`config.mk`:
```
export PLATFORM = sky130hd
export DESIGN_NAME = chunked_body_completion_check
export DESIGN_NICKNAME = d
export VERILOG_FILES = /design/src/design/cbcc_pkg.sv /design/src/design/chunked_body_completion_check.sv
export SDC_FILE = /design/constraint.sdc
export NUM_CORES = 1
export LEC_CHECK = 0
export CORE_AREA = 4 4 94 69
export CTS_BUF_LIST = sky130_fd_sc_hd__clkbuf_8
export CTS_CLUSTER_DIAMETER = 30
export CTS_CLUSTER_SIZE = 20
export DETAILED_ROUTE_END_ITERATION = 10
export DIE_AREA = 0 0 98 73
export DONT_BUFFER_PORTS = 1
export PLACE_DENSITY = 0.79
export SYNTH_ARGS = -nofsm -noshare
export SYNTH_HDL_FRONTEND = slang
export SYNTH_SLANG_ARGS = --single-unit
```
`constraint.sdc`:
```
create_clock -name i_clk -period 4.6 [get_ports i_clk]
set_input_delay 0.69 -clock i_clk [delete_from_list [all_inputs] [get_ports i_clk]]
set_output_delay 0.69 -clock i_clk [all_outputs]
set_load 0.03 [all_outputs]
```
`src/design/cbcc_pkg.sv`:
```
package cbcc_pkg;

    localparam int SIZE_BITS_DEFAULT = 32;

    localparam logic [7:0] CH_CR   = 8'h0D;
    localparam logic [7:0] CH_LF   = 8'h0A;
    localparam logic [7:0] CH_SEMI = 8'h3B;

    typedef enum logic [3:0] {
        PH_SIZE     = 4'd0,
        PH_SIZE_CR  = 4'd1,
        PH_EXT      = 4'd2,
        PH_EXT_CR   = 4'd3,
        PH_DATA     = 4'd4,
        PH_DATA_CR  = 4'd5,
        PH_DATA_LF  = 4'd6,
        PH_TRAIL    = 4'd7,
        PH_TRAIL_CR = 4'd8,
        PH_DONE     = 4'd9,
        PH_BAD      = 4'd10
    } t_phase;

    typedef enum logic [1:0] {
        VERDICT_INCOMPLETE = 2'd0,
        VERDICT_COMPLETE   = 2'd1,
        VERDICT_MALFORMED  = 2'd2
    } t_verdict;

    // msb flags a hex digit, low nibble is its value
    function automatic logic [4:0] hex_value(input logic [7:0] c);
        logic [4:0] res;
        res = 5'd0;
        if (c inside {[8'h30:8'h39]}) begin
            res = {1'b1, 4'(c - 8'h30)};
        end else if (c inside {[8'h61:8'h66]}) begin
            res = {1'b1, 4'(c - 8'h57)};
        end else if (c inside {[8'h41:8'h46]}) begin
            res = {1'b1, 4'(c - 8'h37)};
        end
        return res;
    endfunction

endpackage

```
`src/design/chunked_body_completion_check.sv`:
```
// Chunked body completion check: takes one byte of a chunked transfer-coded
// body per cycle and returns one verdict per byte (incomplete, complete or
// malformed), in the cycle after the transfer. The size line, chunk payload count
// and terminator checks are a single state update per byte, so a byte can be
// taken every cycle; the input stalls only while a finished verdict is held by
// a stalled output. i_body_start clears the parse state ahead of its byte.
// Chunk sizes wider than SIZE_BITS bits are reported as malformed.
module chunked_body_completion_check #(
    parameter int SIZE_BITS = cbcc_pkg::SIZE_BITS_DEFAULT
) (
    input  logic       i_clk,
    input  logic       i_rst_n,
    input  logic       i_in_valid,
    output logic       o_in_stall,
    input  logic [7:0] i_data_byte,
    input  logic       i_body_start,
    output logic       o_out_valid,
    input  logic       i_out_stall,
    output logic [1:0] o_verdict
);

    cbcc_pkg::t_phase   r_phase, n_phase, w_phase;
    logic [SIZE_BITS-1:0] r_count, n_count, w_count, w_dec;
    logic               r_digit, n_digit, w_digit;
    cbcc_pkg::t_verdict r_verdict, n_verdict;
    logic               r_out_valid;
    logic [4:0]         w_hex;
    logic               w_accept;

    assign o_in_stall  = r_out_valid && i_out_stall;
    assign w_accept    = i_in_valid && !o_in_stall;
    assign o_out_valid = r_out_valid;
    assign o_verdict   = r_verdict;

    // body start clears state ahead of the byte
    assign w_phase = i_body_start ? cbcc_pkg::PH_SIZE : r_phase;
    assign w_count = i_body_start ? '0 : r_count;
    assign w_digit = i_body_start ? 1'b0 : r_digit;
    assign w_hex   = cbcc_pkg::hex_value(i_data_byte);
    assign w_dec   = w_count - SIZE_BITS'(1);

    always_comb begin
        n_phase = w_phase;
        n_count = w_count;
        n_digit = w_digit;
        case (w_phase)
            cbcc_pkg::PH_SIZE: begin
                if (w_hex[4]) begin
                    if (w_count[SIZE_BITS-1 -: 4] != 4'd0) begin
                        n_phase = cbcc_pkg::PH_BAD;
                    end else begin
                        n_count = {w_count[SIZE_BITS-5:0], w_hex[3:0]};
                        n_digit = 1'b1;
                    end
                end else if (i_data_byte == cbcc_pkg::CH_SEMI) begin
                    n_phase = w_digit ? cbcc_pkg::PH_EXT : cbcc_pkg::PH_BAD;
                end else if (i_data_byte == cbcc_pkg::CH_CR) begin
                    n_phase = cbcc_pkg::PH_SIZE_CR;
                end else begin
                    n_phase = cbcc_pkg::PH_BAD;
                end
            end
            cbcc_pkg::PH_SIZE_CR: begin
                if (i_data_byte == cbcc_pkg::CH_LF && w_digit) begin
                    n_phase = (w_count == '0) ? cbcc_pkg::PH_TRAIL : cbcc_pkg::PH_DATA;
                end else begin
                    n_phase = cbcc_pkg::PH_BAD;
                end
            end
            cbcc_pkg::PH_EXT: begin
                if (i_data_byte == cbcc_pkg::CH_CR) begin
                    n_phase = cbcc_pkg::PH_EXT_CR;
                end
            end
            cbcc_pkg::PH_EXT_CR: begin
                if (i_data_byte == cbcc_pkg::CH_LF) begin
                    n_phase = (w_count == '0) ? cbcc_pkg::PH_TRAIL : cbcc_pkg::PH_DATA;
                end else if (i_data_byte != cbcc_pkg::CH_CR) begin
                    n_phase = cbcc_pkg::PH_EXT;
                end
            end
            cbcc_pkg::PH_DATA: begin
                n_count = w_dec;
                if (w_dec == '0) begin
                    n_phase = cbcc_pkg::PH_DATA_CR;
                end
            end
            cbcc_pkg::PH_DATA_CR: begin
                n_phase = (i_data_byte == cbcc_pkg::CH_CR) ? cbcc_pkg::PH_DATA_LF
                                                           : cbcc_pkg::PH_BAD;
            end
            cbcc_pkg::PH_DATA_LF: begin
                if (i_data_byte == cbcc_pkg::CH_LF) begin
                    n_phase = cbcc_pkg::PH_SIZE;
                    n_count = '0;
                    n_digit = 1'b0;
                end else begin
                    n_phase = cbcc_pkg::PH_BAD;
                end
            end
            cbcc_pkg::PH_TRAIL: begin
                if (i_data_byte == cbcc_pkg::CH_CR) begin
                    n_phase = cbcc_pkg::PH_TRAIL_CR;
                end
            end
            cbcc_pkg::PH_TRAIL_CR: begin
                if (i_data_byte == cbcc_pkg::CH_LF) begin
                    n_phase = cbcc_pkg::PH_DONE;
                end else if (i_data_byte != cbcc_pkg::CH_CR) begin
                    n_phase = cbcc_pkg::PH_TRAIL;
                end
            end
            default: begin
                n_phase = w_phase;
            end
        endcase
    end

    always_comb begin
        case (n_phase)
            cbcc_pkg::PH_DONE: n_verdict = cbcc_pkg::VERDICT_COMPLETE;
            cbcc_pkg::PH_BAD:  n_verdict = cbcc_pkg::VERDICT_MALFORMED;
            default:           n_verdict = cbcc_pkg::VERDICT_INCOMPLETE;
        endcase
    end

    always_ff @(posedge i_clk) begin
        if (!i_rst_n) begin
            r_phase     <= cbcc_pkg::PH_SIZE;
            r_count     <= '0;
            r_digit     <= 1'b0;
            r_out_valid <= 1'b0;
        end else begin
            if (w_accept) begin
                r_phase     <= n_phase;
                r_count     <= n_count;
                r_digit     <= n_digit;
                r_out_valid <= 1'b1;
            end else if (!i_out_stall) begin
                r_out_valid <= 1'b0;
            end
        end
    end

    always_ff @(posedge i_clk) begin
        if (w_accept) begin
            r_verdict <= n_verdict;
        end
    end

    // verdict agrees with the phase left by the last transfer
    a_verdict_phase: assert property (@(posedge i_clk) disable iff (!i_rst_n)
        $past(w_accept) && $past(i_rst_n) |->
            ((r_verdict == cbcc_pkg::VERDICT_COMPLETE) == (r_phase == cbcc_pkg::PH_DONE)) &&
            ((r_verdict == cbcc_pkg::VERDICT_MALFORMED) == (r_phase == cbcc_pkg::PH_BAD)))
        else $error("verdict does not match parse phase");

    // payload phase never holds an empty count
    a_data_count: assert property (@(posedge i_clk) disable iff (!i_rst_n)
        r_phase == cbcc_pkg::PH_DATA |-> r_count != '0)
        else $error("payload phase with zero count");

    // extension and payload only follow a size with a digit
    a_digit_seen: assert property (@(posedge i_clk) disable iff (!i_rst_n)
        (r_phase == cbcc_pkg::PH_EXT || r_phase == cbcc_pkg::PH_EXT_CR ||
         r_phase == cbcc_pkg::PH_DATA) |-> r_digit)
        else $error("size line accepted without a digit");

    // complete sticks until a new body starts
    a_done_sticky: assert property (@(posedge i_clk) disable iff (!i_rst_n)
        $past(i_rst_n) && $past(r_phase == cbcc_pkg::PH_DONE) && !$past(w_accept && i_body_start)
            |-> r_phase == cbcc_pkg::PH_DONE)
        else $error("complete state left without body start");

    // a held verdict is not overwritten while the output stalls
    a_no_overrun: assert property (@(posedge i_clk) disable iff (!i_rst_n)
        r_out_valid && i_out_stall |-> !w_accept)
        else $error("transfer taken over a stalled verdict");

endmodule
```
; ---- Word-level counts from Yosys, hierarchy flattened
; Cells that the tools add are included.
; Widths: inputs -> output; s select.
[op_classes]
addsub = 4
n_lt_le_gt_ge = 6
n_eq_ne = 15
mux = 34
reduce_logical = 11
[op_table]
columns = cell, count
row1 = $mux 32, 4
row2 = $pmux 32 s3, 1
row3 = $logic_not 32->1, 2
row4 = $mux 4, 16
row5 = $pmux 4 s9, 1
row6 = $sub 32x1->32 const B, 1
row7 = $eq 4x3->1 const B, 4
row8 = $eq 8x4->1 const B, 2
row9 = $ge 8x7->1 const B, 2
row10 = $le 8x7->1 const B, 2
row11 = $mux 5, 3
row12 = $eq 4x4->1 const B, 3
row13 = $eq 4x2->1 const B, 2
row14 = $eq 8x6->1 const B, 1
row15 = $ge 8x6->1 const B, 1
row16 = $le 8x6->1 const B, 1
row17 = $ne 8x4->1 const B, 1
row18 = $sub 4x3->4 const B, 2
row19 = $logic_and 1x1->1, 6
row20 = $mux 1, 6
row21 = $eq 4x1->1 const B, 1
row22 = $logic_not 4->1, 1
row23 = $pmux 2 s2, 1
row24 = $reduce_bool 4->1, 1
row25 = other kinds (5), 5
[totals]
register_bits = 40
out_inout_bits = 4

; ---- Longest topological paths before layout
; Gate-level depths: netlist of run 1.
[logic_depth]
ltp_word = 9
depth_mapped = 14

; ---- Worst setup path after synthesis of run 1
; Ideal clock, no wire load.
[synth_path]
kind = input -> register
startpoint = in i_body_start
endpoint = reg r_verdict[0], in the netlist o_verdict[0] (data pin)
setup_ns = 0.170
stages = 14
path_buffers = 3
arrival_time_ns = 3.752
path_slack_ns = 0.678
cell_sequence = inv_1 clkbuf_1 buf_1 nand2_1 ha_1 buf_2 nor3b_1 nand4b_4 o31a_1 a211oi_1 o2111a_1 nand4_1 o31a_1 nor4_2
[synth_via]
elab_chain_len = 7
elab_cells_between_ends = 34
cone_classes = 1 x add/sub / 10 x eq/ne / 18 x mux / 5 x reduce/logical
[synth_lines]
columns = element, line_no
row1 = start: declaration, chunked_body_completion_check.sv:16  ; input logic i_body_start,
row2 = $mux 32 or $mux 1 (tied branches), "chunked_body_completion_check.sv:37, chunked_body_completion_check.sv:38"
row3 = "$sub 32x1->32, or another cell as far along", chunked_body_completion_check.sv:40  ; assign w_dec = w_count - SIZE_BITS'(1);
row4 = "$logic_not 32->1, or another cell as far along", chunked_body_completion_check.sv:84  ; if (w_dec == '0) begin
row5 = "$mux 4, on equally long branches", n/a
row6 = $pmux 4 s9 (*), chunked_body_completion_check.sv:46  ; case (w_phase)
row7 = $eq 4x4->1, chunked_body_completion_check.sv:120  ; case (n_phase)
row8 = $pmux 2 s2 (*), chunked_body_completion_check.sv:120
row9 = named net n_verdict[0], chunked_body_completion_check.sv:25  ; cbcc_pkg::t_verdict r_verdict, n_verdict;
row10 = end signal: assignment, chunked_body_completion_check.sv:147  ; r_verdict <= n_verdict;
row11 = end: declaration, chunked_body_completion_check.sv:25
; Mark *: on every way through the listed nets, which the timed path passes. The rest lies on a longest branch.
; A chain may end at the register's enable or synchronous reset.

; ---- Worst setup path after layout of run 1
; Same ends and word-level chain as after synthesis.

==> results.md, run 1 <==
- After floorplanning, the core was sized to cover 5612 um^2.
- The final count of pins violating max slew is 0.
- Static timing analysis puts the maximum clock frequency at 0.2621 GHz.
- The area of the die is 7154 um^2.
- For this run, global-route usage on met2 was measured as 0.4940.
- The routed length per instance is 21.34 um.
- The filler cells instantiated in the layout total 528.
- The library cell contributing the largest single delay on the critical path is nor3b_1.
- The final net count is 485.
- For this run, design rule violations remaining after detail routing come to 0.
- The final worst-path cycle share is 0.8296.
- In the final layout, the multi-input gates occupy 2497 um^2.
- Once layout is complete, the utilization of the core stands at 0.6426.
- The worst flop-to-flop path startpoint is r_count[0].
- The global-route wire length before repair is 19.12 mm.
- The most frequent cell on the critical path is o31a_1.
- Row generation in the floorplan step produced 23 rows.
- The setup skew after layout is 0.01123 ns.
- Traced cell by cell, the critical path runs through inv_1 > nand2_1 > ha_1 > nor3b_1 > nand4b_4 > o31a_1 > a211oi_1 > o2111a_1 > nand4_1 > o31a_1 > nor4_2.
- The worst setup path is of the input port to flop kind.
- The required time of the critical path is 4.73 ns.
- After global routing the overflow that remains totals 0.
- The TritonCTS buffer count is 5.
- The worst setup path is launched from an input port.
- On the final layout, the worst hold slack is 0.5155 ns.
- For this run, the number of Yosys warnings is 0.
- The mapped netlist covers 3536 um^2.
- The synthesized design contains 2 enable-type register cells.
- The clock passes through at most 2 buffers.
- The clock-pin slew reported for the worst setup and hold paths after clock tree synthesis is 0.09 ns.
- Counting every sink on the clock net gives 40.
- Entering global routing, the biggest net connects 40 pins.
- The initial antenna violation count is 0.
- In the synthesized netlist, the cells that appear most often are nand2_1 (41), nor2_1 (41), dfxtp_1 (38), clkbuf_1 (35), a21oi_1 (34).
- The startpoint identified for the worst hold timing path is i_rst_n.
- The leakage power is 1.320 nW.
- CTS built an H-tree with a depth of 2.
- Counting instances, the worst hold path has a depth of 1.
- The worst hold path belongs to the class input port to flop.
- The synthesized instance count is 491.
- The die is 73 um tall.
- The global-route met1 utilization is 0.4770.
- After detailed routing, the total wire length is 11.54 mm.
- The half-perimeter wire length of the detailed placement result is 8.155 mm.
- The detail route stage leaves a number of antenna-violating nets equal to 0.
- In this run, the number of DRC markers left after iteration 0 of detailed routing was 693.
- The first detailed-routing pass took 6 iterations.
- The met3 global-route usage is 0.09456.
- In this run the worst path has a maximum fanout of 33.
- The largest single stage delay on the critical path is 0.76 ns.
- The max-cap check violation count is 0.
- The run finished with clean final reports.
- By area the synthesized netlist is led by dfxtp_1 (22%), nor2b_1 (5.1%), a22oi_1 (4.9%), a21oi_1 (4.8%), o21ai_0 (4.4%).
- The clock tree from TritonCTS is done.
- Synthesis inferred 40 register bits.
- The sequential cell area is 820.8 um^2.
- Of all cell types, the one taking the most synthesized area is dfxtp_1.
- At the worst endpoint, the arrival time is 3.94 ns.
- During I/O placement, the number of pins put on the boundary was 17.
- The portion of synthesized cell area occupied by the leading cell type is 0.2151.
- The per-instance average area after synthesis is 7.201 um^2.
- The total of buffers placed on input and output ports is 0.
- The share of synthesized area occupied by flip-flops and latches is 0.2321.
- In the final layout, the share of cells above drive strength 1 is 0.05794.
- The CTS root buffer is clkbuf_8.
- The number of gates given a new drive strength after cts is 0.
- The starting density of the core is 0.6301.
- At the end of routability-driven placement, the weighted congestion stood at 0.9965.
- In this run the worst setup path begins at i_body_start.
- The number of global-route vias before repair is 3627.
- The net count of the mapped netlist is 511.
- The worst-margin pin slew is 0.9736 ns.
- 0 antenna diodes ended up in the layout.
- STA classifies the critical path endpoint as a flop.
- The die span in x is 98 um.
- The worst slew margin relative to its limit is 0.3449.
- VDD sags by at most 0.1453 mV.
- For this run, the total global-route usage over all layers was measured as 0.3326.
- Setup repair after global routing left no endpoint under its margin.
- For this design the ratio of total power to cell area is 238.3 nW/um^2.
- After global routing, the most crowded layer is met2.
- The number of vias after detailed routing is 3984.
- The number of different library cells in the post-synthesis netlist is 66.
- The depth of the most critical reg-to-reg path is 10.
- Setup total negative slack on the finished layout was measured at 0 ns.
- The post-CTS setup-driven buffer insertion count is 0.
- The setup violation total in the final timing report is 0.
- The number of hold-slack violations in the final timing report is 0.
- The number of vias per cell is 7.364.
- The insertion delay to the later sink of the worst-skew pair is 0.30 ns.
- After synthesis, the share of flip-flops with an asynchronous set or reset is 0.
- The primary flip-flop cell chosen by synthesis mapping is dfxtp_1.
- The worst path needs 3.816 ns of the cycle, external delays included.
- The number of hold buffers added after cts is 0.
- The growth of design area from synthesis to finish is 1.982%.
[worst max-delay path, delay by kind of cell]
| family | cells | cell delay, ns |
|---|---|---|
| AND/OR/NAND/NOR | 5 | 1.55 |
| AO/OA/AOI/OAI | 4 | 1.19 |
| adder cells (fa/ha/maj) | 1 | 0.38 |
| buffers and inverters | 1 | 0.10 |
[power breakdown]
group / internal [mW] / switching [mW] / leakage (nW) / total, mW
Sequential: 0.360 / 0.0251 / 0.328 / 0.385
Combinational: 0.0865 / 0.154 / 0.947 / 0.241
Clock: 0.104 / 0.130 / 0.0453 / 0.234
Total: 0.550 / 0.309 / 1.32 / 0.859
[worst paths after layout]
check	endpoint	slack (ns)
worst max-delay path	o_verdict[0]	0.78
worst min-delay path	r_count[31]	0.52
worst max register to register	o_verdict[0]	0.93
worst min register to register	r_digit	0.59
[cell usage in the layout, fill, tap and decap left out, types with 7 or more instances in the layout]
master    n
a31oi_1   9
nand2_1  41
inv_1    12
nor2b_1  29
or4_1    10
o21ai_0  31
xnor2_1  10
and2_1    7
nor2_1   41
a21oi_1  34
a22oi_1  23
xor2_1    7
nor4_1   15
dfxtp_1  38
nand3_1  12
o22ai_1   8
nor3_1   19
ha_1      7
buf_4     9
[registers in the layout, indices dropped and copies added (netlist names)]
register	flops
o_verdict	2
o_out_valid	1
r_count	32
r_digit	1
r_phase	4
[final cells by class]
class	instances	share of cell area
clock buffer	5	0.01908
clock inverter	3	0.004511
inverter	11	0.01145
multi-input combinational	398	0.6926
sequential	40	0.2276
tap	75	0.02602
timing repair buffer	9	0.01874
[metrics by stage]
stage               total power, mW  setup slack, ns  cell area [um^2]  cells
global route                 0.8985           0.6113              3606    541
detailed placement           0.6222           0.5048              3521    533
CTS                          0.8547           0.8462              3606    541
global placement             0.6205           0.7049              3521    533
floorplan                    0.5646           0.6780              3536    491
finish                       0.8595           0.7840              3606    541
[routing by layer]
layer | routed length [um] | vias up
li1 | - | 1788
met1 | 4854 | 1821
met2 | 4769 | 342
met3 | 1708 | 33
met4 | 212 | 0
met5 | 0 | -
[cell families (layout without fill, tap and decap cells)]
kind of cell             count (synthesis)  in the layout  synth area share
multiplexers                             4              4           0.01168
AO/OA/AOI/OAI                          163            163            0.3107
AND/OR/NAND/NOR                        207            207            0.3171
adder cells (fa/ha/maj)                  7              7           0.02477
buffers and inverters                   53             28           0.06157
XOR/XNOR                                17             17           0.04211
flip-flops                              40             40            0.2321
No activity file was read; power rests on OpenSTA's default activity.
==> run 2, diff against run 1 <==
--- a/config.mk
+++ b/config.mk
@@ -5,12 +5,13 @@
 export SDC_FILE = /design/constraint.sdc
 export NUM_CORES = 1
 export LEC_CHECK = 0
-export CORE_AREA = 4 4 94 69
+export ABC_AREA = 1
+export CORE_AREA = 4 4 101 75
 export CTS_BUF_LIST = sky130_fd_sc_hd__clkbuf_8
 export CTS_CLUSTER_DIAMETER = 30
 export CTS_CLUSTER_SIZE = 20
 export DETAILED_ROUTE_END_ITERATION = 10
-export DIE_AREA = 0 0 98 73
+export DIE_AREA = 0 0 105 79
 export DONT_BUFFER_PORTS = 1
 export PLACE_DENSITY = 0.79
 export SYNTH_ARGS = -nofsm -noshare
==> constraint.sdc (replaced) <==
create_clock -name i_clk -period 3.8 [get_ports i_clk]
set_input_delay 0.57 -clock i_clk [delete_from_list [all_inputs] [get_ports i_clk]]
set_output_delay 0.57 -clock i_clk [all_outputs]
set_load 0.03 [all_outputs]
==> run 2 against run 1 <==
Against the previous run: core utilization up 0.41 points; design area up 18%; final cell count up 44%; area after synthesis up 18%; die area up 16%; sequential cell count unchanged; critical path depth unchanged; largest cell class unchanged; highest routed layer unchanged.
==> results.md, run 2 <==
- The routed length per instance is 17.70 um (-17%).
- The maximum buffer depth of the clock tree was 2 (unchanged).
- The initial antenna violation count is 0 (unchanged).
- The biggest fanout along the worst timing path is 12 (-64%).
- The worst hold slack is 0.3970 ns (-0.1185 ns).
- The area of the die is 8295 um^2 (+16%).
- The endpoint type of the worst setup path is a flop.
- Setup repair after global routing left no endpoint under its margin.
- The synthesized instance count came to 707 (+44%).
- The library cells used most frequently in the layout, excluding fill and tap cells, are nand2_1 (219), inv_1 (87), nor2_1 (73), o21ai_0 (42), dfxtp_1 (38).
- The net count of the mapped netlist came to 727 (+42%).
- The worst voltage drop across the vdd grid is 0.2135 mV (+47%).
- The max-cap check violation count came to 0 (unchanged).
- The run finished with clean final reports.
- The required time of the critical path is 3.98 ns (-0.75 ns).
- The highest clock rate is 0.3574 GHz.
- The growth of design area from synthesis to finish came to 1.891% (about the same).
- The number of diodes is 0 (unchanged).
- The detailed-route wire length was 13.77 mm (+19%).
- The data arrival time of the critical path came to 2.98 ns (-0.96 ns).
- The type of the most critical hold path is input port to flop.
- The maximum number of pins on one net before global-route repair came to 58 (+45%).
- The final count of pins violating max slew is 0 (unchanged).
- The CTS root buffer is clkbuf_8.
- The setup skew after layout is 0.01746 ns (+0.006223 ns).
- The clock-pin slew reported for the worst setup and hold paths after clock tree synthesis is 0.09 ns (about the same).
- For the finished layout, the period the worst path requires is 2.798 ns.
- The fraction of final layout cells sized beyond drive strength 1 is 0.1019 (+0.04393).
- The total power of the final layout is 1.415 mW (+65%).
- The total of buffers placed on input and output ports is 0 (unchanged).
- The worst slew margin relative to its limit came to 0.5277 (+0.1827).
- The combined area of all synthesized cells was 4169 um^2 (+18%).
- By area the synthesized netlist is led by nand2_1 (20%), dfxtp_1 (18%), inv_1 (7.7%), nor2_1 (6.7%), o21ai_0 (5.0%).
- The number of hold-slack violations in the final timing report is 0 (unchanged).
- The number of sinks handled by clock tree synthesis is 40 (unchanged).
- The worst slack at placement came to 0.8298 ns (+0.3250 ns).
- The die span in x is 105 um (+7.1%).
- The standard cell core area came to 6569 um^2 (+17%).
- The starting density of the core is 0.6347 (+0.004566).
- The number of vias after detailed routing came to 4965 (+25%).
- The maximum level of the CTS H-tree is 2 (unchanged).
- The cell taking the most area after synthesis is nand2_1.
- The number of iterations in the first detailed-routing pass is 6 (unchanged).
- The remaining antenna violation count after routing came to 0 (unchanged).
- The number of hold buffers added after cts came to 0 (unchanged).
- The register name with the most flops is r_count.
- The number of DRC markers after the initial detailed-route iteration is 673 (-2.9%).
- The post-CTS setup-driven buffer insertion count is 0 (unchanged).
- The half-perimeter wire length of the detailed placement result is 10.15 mm (+25%).
- The total number of placement rows is 25 (+8.7%).
- The number of synthesized register bits is 40 (unchanged).
- By instance count, the leading cell after synthesis is nand2_1.
- The share of synthesized area occupied by flip-flops and latches was 0.1969 (-0.03525).
- The worst-margin pin slew is 0.7042 ns (-0.2695 ns).
- The global-route wire length before repair is 22.87 mm (+20%).
- The portion of synthesized cell area occupied by the leading cell type came to 0.1972 (-0.01797).
- The final net count is 716 (+48%).
- The number of top-level pins is 17 (unchanged).
- The number of warnings issued by yosys is 0 (unchanged).
- The setup slack of the worst register-to-register path is 1.00 ns (+0.07 ns).
- The die span in y is 79 um (+8.2%).
- The worst setup path is of the flop to flop kind.
- The critical path startpoint category is a flop.
- Counting instances in the post-synthesis netlist gives the leading cell types as nand2_1 (219), inv_1 (86), nor2_1 (74), o21ai_0 (42), dfxtp_1 (38).
- The final total negative setup slack came to 0 ns (unchanged).
- The power density normalized to cell area is 333.1 nW/um^2 (+40%).
- The number of vias per cell is 6.382 (-13%).
- The primary flip-flop cell chosen by synthesis mapping is dfxtp_1.
- The number of flops mapped to enable cells by yosys is 2 (unchanged).
- The total global-route track usage is 0.3384 (+0.005819).
- The number of flip-flops under the largest register name is 32 (unchanged).
- The number of DRC violations after detailed routing was 0 (unchanged).
- The routability congestion estimate from global placement is 1.014 (+1.7%).
- The clock tree from TritonCTS is done.
- The setup slack after layout is 1.002 ns (+0.2182 ns).
- The insertion delay to the later sink of the worst-skew pair is 0.30 ns (about the same).
- The final worst-path cycle share is 0.7363.
- The most common cell after layout, fill and taps aside is nand2_1.
- The leakage power came to 2.304 nW (+75%).
- The number of gates given a new drive strength after cts is 0 (unchanged).
- The setup violation total in the final timing report came to 0 (unchanged).
- The remaining global-route overflow was 0 (unchanged).
- The TritonCTS buffer count came to 5 (unchanged).
- The number of global-route vias before repair is 4530 (+25%).
- The fraction of synthesis flops using an asynchronous set or reset pin is 0 (unchanged).
- The number of different library cells in the post-synthesis netlist is 49 (-26%).
- The per-instance average area after synthesis is 5.897 um^2 (-18%).
[run 2: cell families (layout without fill, tap and decap cells)]
family / Yosys count / count (layout) / synth area share
flops: 40 / 40 / 0.1969
xor+xnor: 5 / 5 / 0.01050
compound gates: 146 / 146 / 0.2287
buf+inv: 119 / 109 / 0.1228
simple gates: 389 / 389 / 0.4178
mux: 1 / 1 / 0.002401
fa+ha+maj: 7 / 7 / 0.02101
[run 2: final timing paths]
check	start	end	cells past startpoint
max	r_phase[1]	r_count[1]	11
min	i_rst_n	r_phase[1]	2
max reg2reg	r_phase[1]	r_count[1]	11
min reg2reg	r_count[29]	r_count[29]	2
[run 2: through the flow]
stage               cells    util  area [um^2]
finish                778  0.6467         4248
global route          778  0.6467         4248
CTS                   778  0.6467         4248
detailed placement    770  0.6337         4163
global placement      770  0.6337         4163
floorplan             707       -         4169
[run 2: cell type report]
type | instances | area [um^2]
well taps | 81 | 101.3
flip-flops and latches | 40 | 820.8
fillers | 595 | 2321
multi-input cells | 548 | 2844
repair buffers | 4 | 30.03
inverters | 97 | 366.6
clock buffers | 5 | 68.82
clock inverters | 3 | 16.27
[run 2: layer usage]
| metal | vias to the layer above | track usage | routed length [um] |
|---|---|---|---|
| li1 | 2320 | - | - |
| met1 | 2202 | 0.4873 | 5724 |
| met2 | 410 | 0.5000 | 5625 |
| met3 | 33 | 0.07880 | 2087 |
| met4 | 0 | 0.1022 | 329 |
| met5 | - | 0 | 0 |
[run 2: report_power, final]
group          switching [mW]  total (mW)  internal (mW)
clock network           0.164       0.290          0.126
registers              0.0372       0.494          0.457
logic                   0.450       0.631          0.181
[run 2: critical path, stage by stage (launching register included)]
cell and delay (ns):
dfxtp_1 0.39, inv_1 0.09, nor2_1 0.33, nor2_1 0.15
nand2_2 0.23, inv_1 0.27, nand2_1 0.27, nand2_2 0.24
inv_1 0.30, o21ai_0 0.14, o221ai_1 0.20, inv_1 0.06
